File: src/hw/rtl/cle_pkg.sv
// cle_pkg: shared types and key codes for the cursor line editor
// no dependencies; used by cle_cell and cursor_line_editor
package cle_pkg;

  localparam logic [7:0] KEY_LEFT  = 8'h3C;
  localparam logic [7:0] KEY_RIGHT = 8'h3E;
  localparam logic [7:0] KEY_BACK  = 8'h2D;

  typedef struct packed {
    logic [7:0] key;
    logic       end_of_line;
  } key_item_t;

  typedef struct packed {
    logic [7:0] character;
    logic       has_character;
    logic       last;
    logic       overflowed;
  } line_item_t;

  typedef enum logic [1:0] {
    OP_HOLD,
    OP_INSERT,
    OP_DELETE,
    OP_SHIFT
  } cell_op_t;

  typedef struct packed {
    cell_op_t   op;
    logic [7:0] key;
  } cell_ctrl_t;

endpackage

File: src/hw/rtl/cle_cell.sv
// cle_cell: one character slot of the line, linked to its two neighbors
// depends on cle_pkg for the cell control struct
module cle_cell #(
  parameter int IDX = 0,
  parameter int PW  = 7
) (
  input  logic                clk,
  input  cle_pkg::cell_ctrl_t ctrl,
  input  logic [PW-1:0]       pos,
  input  logic [7:0]          from_left,
  input  logic [7:0]          from_right,
  output logic [7:0]          data
);

  localparam logic [PW-1:0] MY_IDX  = PW'(IDX);
  localparam logic [PW-1:0] NXT_IDX = PW'(IDX + 1);

  logic [7:0] data_next;

  always_comb begin
    data_next = data;
    case (ctrl.op)
      cle_pkg::OP_INSERT: begin
        if (MY_IDX > pos) begin
          data_next = from_left;
        end else if (MY_IDX == pos) begin
          data_next = ctrl.key;
        end
      end
      cle_pkg::OP_DELETE: begin
        if (NXT_IDX >= pos) begin
          data_next = from_right;
        end
      end
      cle_pkg::OP_SHIFT: begin
        data_next = from_right;
      end
      default: begin
        data_next = data;
      end
    endcase
  end

  always_ff @(posedge clk) begin
    data <= data_next;
  end

endmodule

File: src/hw/rtl/cursor_line_editor.sv
// cursor_line_editor: keystroke line editor built as a row of character cells
// depends on cle_pkg and cle_cell
//
// The line lives in a row of LINE_CAPACITY cells, one character each; an insert
// or backspace moves the characters right of the cursor one cell, all at once,
// and cursor moves only change a pointer. Key items without end_of_line are
// taken back to back. An item with end_of_line is applied like any other key
// and then drains the line through the output register at one character a
// cycle, while the output side does not stall, by shifting the whole row
// toward cell 0; no further key is taken until the drain is done. An empty
// line gives a single marker item with has_character low. The overflow flag
// reports any dropped insert of that line and is repeated on each of its items.
module cursor_line_editor #(
  parameter int LINE_CAPACITY = 64
) (
  input  logic                  clk,
  input  logic                  rst,
  input  logic                  key_valid,
  output logic                  key_ready,
  input  cle_pkg::key_item_t    key_item,
  output logic                  line_valid,
  input  logic                  line_ready,
  output cle_pkg::line_item_t   line_item
);

  localparam int PW = $clog2(LINE_CAPACITY + 1);
  localparam logic [PW-1:0] CAP = PW'(LINE_CAPACITY);

  typedef enum logic {
    S_EDIT,
    S_FLUSH
  } state_t;

  state_t              state, state_next;
  logic [PW-1:0]       cursor, cursor_next;
  logic [PW-1:0]       len, len_next;
  logic [PW-1:0]       rem, rem_next;
  logic                ovf, ovf_next;
  logic                key_take;
  logic                out_load;
  logic                flush_last;
  cle_pkg::cell_ctrl_t ctrl;
  logic [7:0]          cell_data [LINE_CAPACITY];

  assign key_ready  = (state == S_EDIT);
  assign key_take   = key_valid && key_ready;
  assign out_load   = (state == S_FLUSH) && (!line_valid || line_ready);
  assign flush_last = (rem == '0) || (rem == PW'(1));

  always_comb begin
    state_next  = state;
    cursor_next = cursor;
    len_next    = len;
    rem_next    = rem;
    ovf_next    = ovf;
    ctrl.op     = cle_pkg::OP_HOLD;
    ctrl.key    = key_item.key;
    if (key_take) begin
      case (key_item.key)
        cle_pkg::KEY_LEFT: begin
          if (cursor != '0) begin
            cursor_next = cursor - PW'(1);
          end
        end
        cle_pkg::KEY_RIGHT: begin
          if (cursor != len) begin
            cursor_next = cursor + PW'(1);
          end
        end
        cle_pkg::KEY_BACK: begin
          if (cursor != '0) begin
            ctrl.op     = cle_pkg::OP_DELETE;
            cursor_next = cursor - PW'(1);
            len_next    = len - PW'(1);
          end
        end
        default: begin
          if (len == CAP) begin
            ovf_next = 1'b1;
          end else begin
            ctrl.op     = cle_pkg::OP_INSERT;
            cursor_next = cursor + PW'(1);
            len_next    = len + PW'(1);
          end
        end
      endcase
      if (key_item.end_of_line) begin
        state_next = S_FLUSH;
        rem_next   = len_next;
      end
    end else if (out_load) begin
      ctrl.op = cle_pkg::OP_SHIFT;
      if (flush_last) begin
        state_next  = S_EDIT;
        cursor_next = '0;
        len_next    = '0;
        ovf_next    = 1'b0;
      end else begin
        rem_next = rem - PW'(1);
      end
    end
  end

  genvar gi;
  generate
    for (gi = 0; gi < LINE_CAPACITY; gi++) begin : g_cell
      logic [7:0] left_in;
      logic [7:0] right_in;
      if (gi == 0) begin : g_first
        assign left_in = '0;
      end else begin : g_mid_l
        assign left_in = cell_data[gi-1];
      end
      if (gi == LINE_CAPACITY - 1) begin : g_end
        assign right_in = '0;
      end else begin : g_mid_r
        assign right_in = cell_data[gi+1];
      end
      cle_cell #(
        .IDX (gi),
        .PW  (PW)
      ) u_cell (
        .clk        (clk),
        .ctrl       (ctrl),
        .pos        (cursor),
        .from_left  (left_in),
        .from_right (right_in),
        .data       (cell_data[gi])
      );
    end
  endgenerate

  always_ff @(posedge clk) begin
    if (rst) begin
      state      <= S_EDIT;
      cursor     <= '0;
      len        <= '0;
      rem        <= '0;
      ovf        <= 1'b0;
      line_valid <= 1'b0;
    end else begin
      state  <= state_next;
      cursor <= cursor_next;
      len    <= len_next;
      rem    <= rem_next;
      ovf    <= ovf_next;
      if (out_load) begin
        line_valid <= 1'b1;
      end else if (line_ready) begin
        line_valid <= 1'b0;
      end
    end
    if (out_load) begin
      line_item.character     <= (rem == '0) ? 8'h00 : cell_data[0];
      line_item.has_character <= (rem != '0);
      line_item.last          <= flush_last;
      line_item.overflowed    <= ovf;
    end
  end

  a_cursor_in_line: assert property (@(posedge clk) disable iff (rst)
    cursor <= len)
    else $error("cursor beyond end of line");

  a_len_in_range: assert property (@(posedge clk) disable iff (rst)
    len <= CAP)
    else $error("line length above capacity");

  a_eol_flushes: assert property (@(posedge clk) disable iff (rst)
    key_take && key_item.end_of_line |=> state == S_FLUSH)
    else $error("end of line item did not start a flush");

  a_clear_after_last: assert property (@(posedge clk) disable iff (rst)
    out_load && flush_last |=> (len == '0) && (cursor == '0) && !ovf)
    else $error("line not cleared after final item");

  a_marker_is_last: assert property (@(posedge clk) disable iff (rst)
    line_valid && !line_item.has_character |-> line_item.last)
    else $error("empty line marker not flagged last");

endmodule

File: config.mk
export PLATFORM = sky130hd
export DESIGN_NAME = cursor_line_editor
export DESIGN_NICKNAME = d
export VERILOG_FILES = /design/src/hw/rtl/cle_pkg.sv /design/src/hw/rtl/cle_cell.sv /design/src/hw/rtl/cursor_line_editor.sv
export SDC_FILE = /design/constraint.sdc
export NUM_CORES = 1
export LEC_CHECK = 0
export BUFFER_PORTS_ARGS = -buffer_cell sky130_fd_sc_hd__buf_2
export CORE_UTILIZATION = 55
export DETAILED_ROUTE_END_ITERATION = 8
export GPL_ROUTABILITY_DRIVEN = 1
export HOLD_SLACK_MARGIN = 0.15
export PLACE_DENSITY_LB_ADDON = 0.1
export REMOVE_ABC_BUFFERS = 1
export SLEW_MARGIN = 15
export SYNTH_ARGS = -nofsm -noshare
export SYNTH_HDL_FRONTEND = slang
export SYNTH_SLANG_ARGS = --single-unit
File: constraint.sdc
create_clock -name clk -period 3.4 [get_ports clk]
set_input_delay 0.17 -clock clk [delete_from_list [all_inputs] [get_ports clk]]
set_output_delay 0.17 -clock clk [all_outputs]
set_load 0.02 [all_outputs]
==> flow_metrics.py, run 1 <==
metrics = {
    "clocking": {
        "htree_levels": 2,
        "cts_sinks": 547,
        "cts.clk_slew.worst_paths_ns": 0.07,
        "cts_made_buffers": 59,
        "cts_root_buffer": "clkbuf_16",
        "worstSkewPairLatency_ns": 0.62,
        "clockBufferDepth": 3,
        "hold_buffers": 6,
        "cts_tree": "done",
        "cts_resized": 0,
        "cts_setup_buffers": 0,
    },
    "grt": {
        "grt_max_degree": 153,
        "grtUsageTotal_pct": 27.2,
        "antenna_found_initial": 0,
        "grt_pass1_vias": 22000,
        "grt_first_pass_wirelength_mm": 123,
        "gr-total-overflow": 0,
    },
    "yosys": {
        "synthMuxAreaShare_pct": 16.3,
        "synth-xor-area-share_pct": 0.372,
        "synth-compound-area-share_pct": 13.7,
        "synth_top_area_share_pct": 51.4,
        "synthAdderAreaFrac_pct": 0.409,
        "ys_ff_latch": 547,
        "syn_inst": 2921,
        "synth.avg_cell_area_um2": 10.5,
        "seq_area_frac_synth_pct": 52.9,
        "yosys.area_share.simple_pct": 11.4,
        "ys_types": 74,
        "yosysTopAreaCell": "edfxtp_1",
        "synth_ff_type": "edfxtp_1",
        "async_reset_ff_share_pct": 0,
        "synthTopCellsByArea": "edfxtp_1, mux2i_1, a21oi_1",
        "syn_area_um2": 30600,
        "synth_top_family_by_area": "multiplexers",
        "synth_edf_count": 523,
        "yosysWarnings": 0,
    },
    "layout": {
        "final_common_cell": "edfxtp_1",
        "layout-drive-gt1-share_pct": 10.0,
        "fin_cells": 3703,
        "area_growth_pct": 9.02,
        "nets": 2934,
        "fin_area_um2": 33300,
        "antennaDiodeCount": 0,
        "final_util_pct": 60.6,
        "layout_common_cells": "edfxtp_1, mux2i_1, nor2_1, a21oi_1, nand2_1",
    },
    "sta": {
        "fin_ws_ns": 0.279,
        "worstMarginPinSlew_ns": 1.03,
        "maxSlewHeadroom_pct": 31.2,
        "finalSetupViolations": 0,
        "rsz0062_at_grt": "false",
        "hold_viol": 0,
        "post-route-period-util_pct": 91.8,
        "period_needed_ns": 3.12,
        "whs_ns": 0.250,
        "clock.fmax_mhz": 320,
        "slew_viol_final": 0,
        "finalClockSkew_ns": 0.0155,
    },
    "setup_path": {
        "slowest_delay_ns": 0.40,
        "cp.required_ns": 3.72,
        "rr_worst_depth": 10,
        "cp_max_fo": 17,
        "cp.arrival_ns": 3.44,
        "slowest_stage": "dfxtp_1",
        "reg2reg_from": "len[1]",
        "cp_cell_sequence": "inv_1, ha_1, nor4b_1, nand2_1, and3_1, buf_4, nor2_1, o22ai_1, a21oi_1, buf_4",
        "cpMostUsedCell": "buf_4",
        "worstSetupPathType": "flop to flop",
        "worstSetupEndpointType": "flop",
        "regToRegSetupSlack_ns": 0.28,
        "cp-start-kind": "flop",
        "r2r-end": "g_cell[38].u_cell.data[4]",
    },
    "detailed_routing": {
        "viasPerCell": 6.03,
        "drcViolationCount": 0,
        "vias": 22300,
        "drt_wl_total_mm": 76.8,
        "drt.antenna.violating_nets": 0,
        "drt_pass1_iterations": 7,
        "wl_per_cell_um": 20.7,
        "first_iter_violations": 1967,
    },
    "placement": {
        "port_buffers": 25,
        "dpl_cell_area_um2": 31500,
        "post-place-ws_ns": 0.343,
        "gp_congestion": 0.973,
        "dp_cells": 3592,
        "place_hpwl_mm": 54.2,
    },
    "floorplan": {
        "core_um2": 55000,
        "dieArea_um2": 56500,
        "initial_core_util_pct": 55.6,
        "fp.dieH_um": 238,
        "rows": 86,
        "io_pins": 26,
        "chipWidth_um": 238,
    },
    "job": {
        "drv_cap": 0,
    },
    "min_path": {
        "hold_end": "rem[2]",
        "min_delay_path_depth": 5,
        "hold_class": "primary input to flop",
        "hold_start": "key_valid",
    },
    "power_and_ir_drop": {
        "leakage_uw": 0.0127,
        "power_density_nw_per_um2": 557,
        "max-vdd-ir-drop_v": 0.000440,
    },
    "run_status": {
        "outcome": "finished clean",
    },
}
## state kept, by name, indices dropped and copies added, names as in the netlist
name and flops:
cursor 7, len 7, line_valid 1, line_item 11, rem 7, g_cell.u_cell.data 512
ovf 1, state 1
## Yosys cell counts, drive strengths merged, types with 4 or more instances
cell type  count
nor4           7
xnor2          9
mux2i        499
dfxtp         24
nor3          21
or2            6
a31oi         12
buf          146
nand2        242
a21o          12
o21a           4
xor2           4
o22ai         16
o31ai          5
edfxtp       523
a211oi        14
inv           13
o21ai        210
o211ai         6
and3           9
ha            10
nand3         26
clkbuf       114
nand2b        11
and2          16
nor2         449
or3            7
o21bai         6
nor4b          4
o32ai          8
a21oi        437
nor2b         10
a221o          5
## metrics by stage
stage	total power (µW)	TNS, ns
floorplan	11700	-5303.50
global placement	12600	0
detailed placement	12700	0
CTS	18700	0
global route	19400	0
finish	18600	0
## cell type report
cell class | count | area, µm²
fill | 4584 | 21700
timing repair buffer | 189 | 1510
clock inverter | 31 | 201
clock buffer | 74 | 1530
sequential | 547 | 16200
inverter | 13 | 48.8
multi-input combinational | 2101 | 12900
tap | 748 | 936
## how the worst max path moves through the flow
stage / startpoint / endpoint / slack [ns] / depth (start not counted)
after detailed placement: len[1] / g_cell[38].u_cell.data[3] / 0.34 / 10
after CTS: len[1] / g_cell[38].u_cell.data[4] / 0.32 / 10
final: len[1] / g_cell[38].u_cell.data[4] / 0.28 / 10
after global placement: len[1] / g_cell[38].u_cell.data[1] / 0.30 / 10
after global routing: len[1] / g_cell[38].u_cell.data[4] / 0.08 / 10
after floorplan: cursor[6] / g_cell[1].u_cell.data[0] / -8.30 / 5
## where the power goes
part	leakage [µW]	total [µW]	switching, µW	internal, µW
Clock	0.000841	5930	2620	3310
Sequential	0.00528	9560	594	8970
Combinational	0.00657	3070	1900	1170
Total	0.0127	18600	5110	13400
## worst max-delay path: cells and delay by family, from the launching register on
kind / cells / cell delay [ns]
compound gates: 2 / 0.40
fa+ha+maj: 1 / 0.28
buf+inv: 3 / 0.59
flops: 1 / 0.40
simple gates: 4 / 1.13
## logic make-up (layout without fill, tap and decap cells)
logic type	Yosys count	count (layout)
muxes	499	499
DFF	547	547
xor gates and xnor gates	13	13
AOI/OAI and AO/OA	757	757
adders and majority gates	10	10
and+or+nand+nor	822	822
buffers and inverters	273	307
## per-layer routing
| layer | vias to the layer above | track usage, % | part of all wire [%] |
|---|---|---|---|
| li1 | 10600 | - | - |
| met1 | 11000 | 40.2 | 47 |
| met2 | 608 | 42.6 | 46 |
| met3 | 114 | 3.18 | 5.1 |
| met4 | 0 | 6.74 | 1.9 |
| met5 | - | 0 | 0 |
Power figures use the tool's default switching activity.
==> run 2: changes to the inputs <==
--- a/config.mk
+++ b/config.mk
@@ -10,9 +10,12 @@
 export DETAILED_ROUTE_END_ITERATION = 8
 export GPL_ROUTABILITY_DRIVEN = 1
 export HOLD_SLACK_MARGIN = 0.15
+export MAX_ROUTING_LAYER = met4
 export PLACE_DENSITY_LB_ADDON = 0.1
 export REMOVE_ABC_BUFFERS = 1
+export SKIP_LAST_GASP = 1
 export SLEW_MARGIN = 15
 export SYNTH_ARGS = -nofsm -noshare
 export SYNTH_HDL_FRONTEND = slang
 export SYNTH_SLANG_ARGS = --single-unit
+export TNS_END_PERCENT = 10
==> run 2 against run 1 <==
Effect of this change: flip-flop and latch count stayed put; non-clock buffer count grew 2; critical path depth shrank 1; register-to-register slack barely moved; combinational power barely moved; maximum frequency up 0.36%; cell count up 0.14%; clock skew decreased by 0.0044 ns; clock power is 3% higher; die area unchanged; routed wire length rose by 0.65%; core utilization rose by 0.23 points; critical endpoint is now g_cell[13].u_cell.data[0]; largest power group unchanged; highest routed layer unchanged.
==> flow_metrics.py, run 2 (same netlist as run 1, synthesis figures left out) <==
metrics = {
    "setup_path": {
        "cp_max_fo": 9,
        "rr_worst_depth": 9,
        "worstSetupPathType": "flop to flop",
        "cp.arrival_ns": 3.43,
        "worstSetupEndpointType": "flop",
        "regToRegSetupSlack_ns": 0.29,
        "reg2reg_from": "len[1]",
        "r2r-end": "g_cell[13].u_cell.data[0]",
        "cp.required_ns": 3.72,
        "cp-start-kind": "flop",
    },
    "placement": {
        "gp_congestion": 0.975,
        "port_buffers": 25,
        "place_hpwl_mm": 54.5,
        "dpl_cell_area_um2": 31600,
    },
    "grt": {
        "grt_first_pass_wirelength_mm": 123,
        "grt_pass1_vias": 22200,
        "grt_max_degree": 177,
        "grtUsageTotal_pct": 28.0,
        "gr-total-overflow": 0,
        "antenna_found_initial": 1,
    },
    "detailed_routing": {
        "wl_per_cell_um": 20.9,
        "drt_wl_total_mm": 77.3,
        "drt_pass1_iterations": 6,
        "vias": 22400,
        "first_iter_violations": 1886,
        "drcViolationCount": 0,
        "viasPerCell": 6.04,
        "drt.antenna.violating_nets": 0,
    },
    "job": {
        "drv_cap": 0,
    },
    "clocking": {
        "cts.clk_slew.worst_paths_ns": 0.06,
        "cts_root_buffer": "clkbuf_16",
        "cts_made_buffers": 58,
        "worstSkewPairLatency_ns": 0.61,
        "htree_levels": 2,
        "clockBufferDepth": 3,
        "cts_setup_buffers": 0,
        "cts_sinks": 547,
        "cts_tree": "done",
        "cts_resized": 0,
    },
    "layout": {
        "layout_common_cells": "edfxtp_1, mux2i_1, nor2_1, a21oi_1, nand2_1",
        "final_common_cell": "edfxtp_1",
        "largest_reg_flops": 512,
        "nets": 2935,
        "final_util_pct": 60.9,
        "area_growth_pct": 9.44,
        "multi_input_area_um2": 12900,
        "max_flop_register": "g_cell.u_cell.data",
        "layout-drive-gt1-share_pct": 10.5,
        "fillers": 4568,
        "seqCellArea_um2": 16200,
        "largest_registers": "g_cell.u_cell.data: 512 flops, line_item: 11 flops",
        "fin_area_um2": 33500,
        "antennaDiodeCount": 0,
    },
    "sta": {
        "period_needed_ns": 3.11,
        "hold_viol": 0,
        "whs_ns": 0.234,
        "finalClockSkew_ns": 0.0112,
        "clock.fmax_mhz": 322,
        "maxSlewHeadroom_pct": 29.7,
        "worstMarginPinSlew_ns": 1.05,
        "finalSetupViolations": 0,
        "rsz0062_at_grt": "false",
        "slew_viol_final": 0,
        "post-route-period-util_pct": 91.5,
        "setup_tns_ns": 0,
    },
    "power_and_ir_drop": {
        "leakage_uw": 0.0128,
        "p_clk_share_pct": 32.5,
        "power_uw": 18700,
        "power_density_nw_per_um2": 560,
        "internal_power_uw": 13600,
        "comb_power_share_pct": 16.4,
        "p_sw_uw": 5170,
        "p_sw_share_pct": 27.6,
        "max-vdd-ir-drop_v": 0.000379,
        "seqPwrFrac_pct": 51.1,
    },
    "floorplan": {
        "chipWidth_um": 238,
        "core_um2": 55000,
        "rows": 86,
        "io_pins": 26,
        "dieArea_um2": 56500,
        "initial_core_util_pct": 55.6,
        "fp.dieH_um": 238,
    },
    "min_path": {
        "hold_class": "primary input to flop",
        "hold_end": "cursor[6]",
        "min_delay_path_depth": 5,
        "hold_start": "key_valid",
    },
    "run_status": {
        "outcome": "finished clean",
    },
}
run 2: cell count changes in the layout (fill, tap and decap cells not counted), moves of 2 or more:
cell	previous run	this run
clkinv_4	1	3
clkinv_2	9	14
clkinvlp_4	3	5
buf_12	11	14
clkbuf_1	15	7
run 2: metrics by stage:
step,worst slack (ns),cells
floorplan,-8.30,2661
global placement,0.413,3594
detailed placement,0.359,3594
CTS,0.337,3708
global route,0.126,3708
finish,0.290,3708
run 2: worst max path at each step:
| stage | startpoint | endpoint | cells past startpoint |
|---|---|---|---|
| final | len[1] | g_cell[13].u_cell.data[0] | 9 |
| after global routing | len[1] | g_cell[38].u_cell.data[4] | 9 |
| after CTS | cursor[5] | g_cell[3].u_cell.data[1] | 8 |
| after detailed placement | len[1] | g_cell[13].u_cell.data[1] | 9 |
| after global placement | cursor[5] | g_cell[3].u_cell.data[0] | 8 |
| after floorplan | cursor[6] | g_cell[1].u_cell.data[0] | 5 |
run 2: repair_timing:
action | 4_1_cts | 5_1_grt
setup endpoints to repair | 0 | 0
endpoints found under the hold margin | 21 | 0
hold buffers | 6 | 0
run 2: critical path: stages (launching register included):
cell and delay (ns):
dfxtp_1 0.41, inv_1 0.13, ha_1 0.29, nor4b_1 0.42, nand2_1 0.20, and3_1 0.33, buf_4 0.23, a221o_1 0.32
o21ai_0 0.24, buf_4 0.23
run 2: power by group through the flow:
stage	Clock, µW	Combinational, µW	Sequential, µW
after floorplan	0	2190	9510
after global placement	0	2950	9640
after detailed placement	0	3050	9690
after CTS	6200	3080	9560
after global routing	6450	3420	9690
final	6090	3080	9560
run 2: per-layer routing:
metal / global-route usage [%] / vias up / routed length, µm
met1: 39.9 / 11100 / 36500
li1: - / 10600 / -
met5: - / - / 0
met3: 3.00 / 110 / 3710
met4: 6.96 / 0 / 1610
met2: 42.9 / 613 / 35500
run 2: cell type report:
class,count,share of cell area [%]
well taps,748,2.80
clock inverters,41,0.879
multi-input cells,2101,38.6
clock buffers,67,4.53
inverters,13,0.146
repair buffers,191,4.67
flip-flops and latches,547,48.4
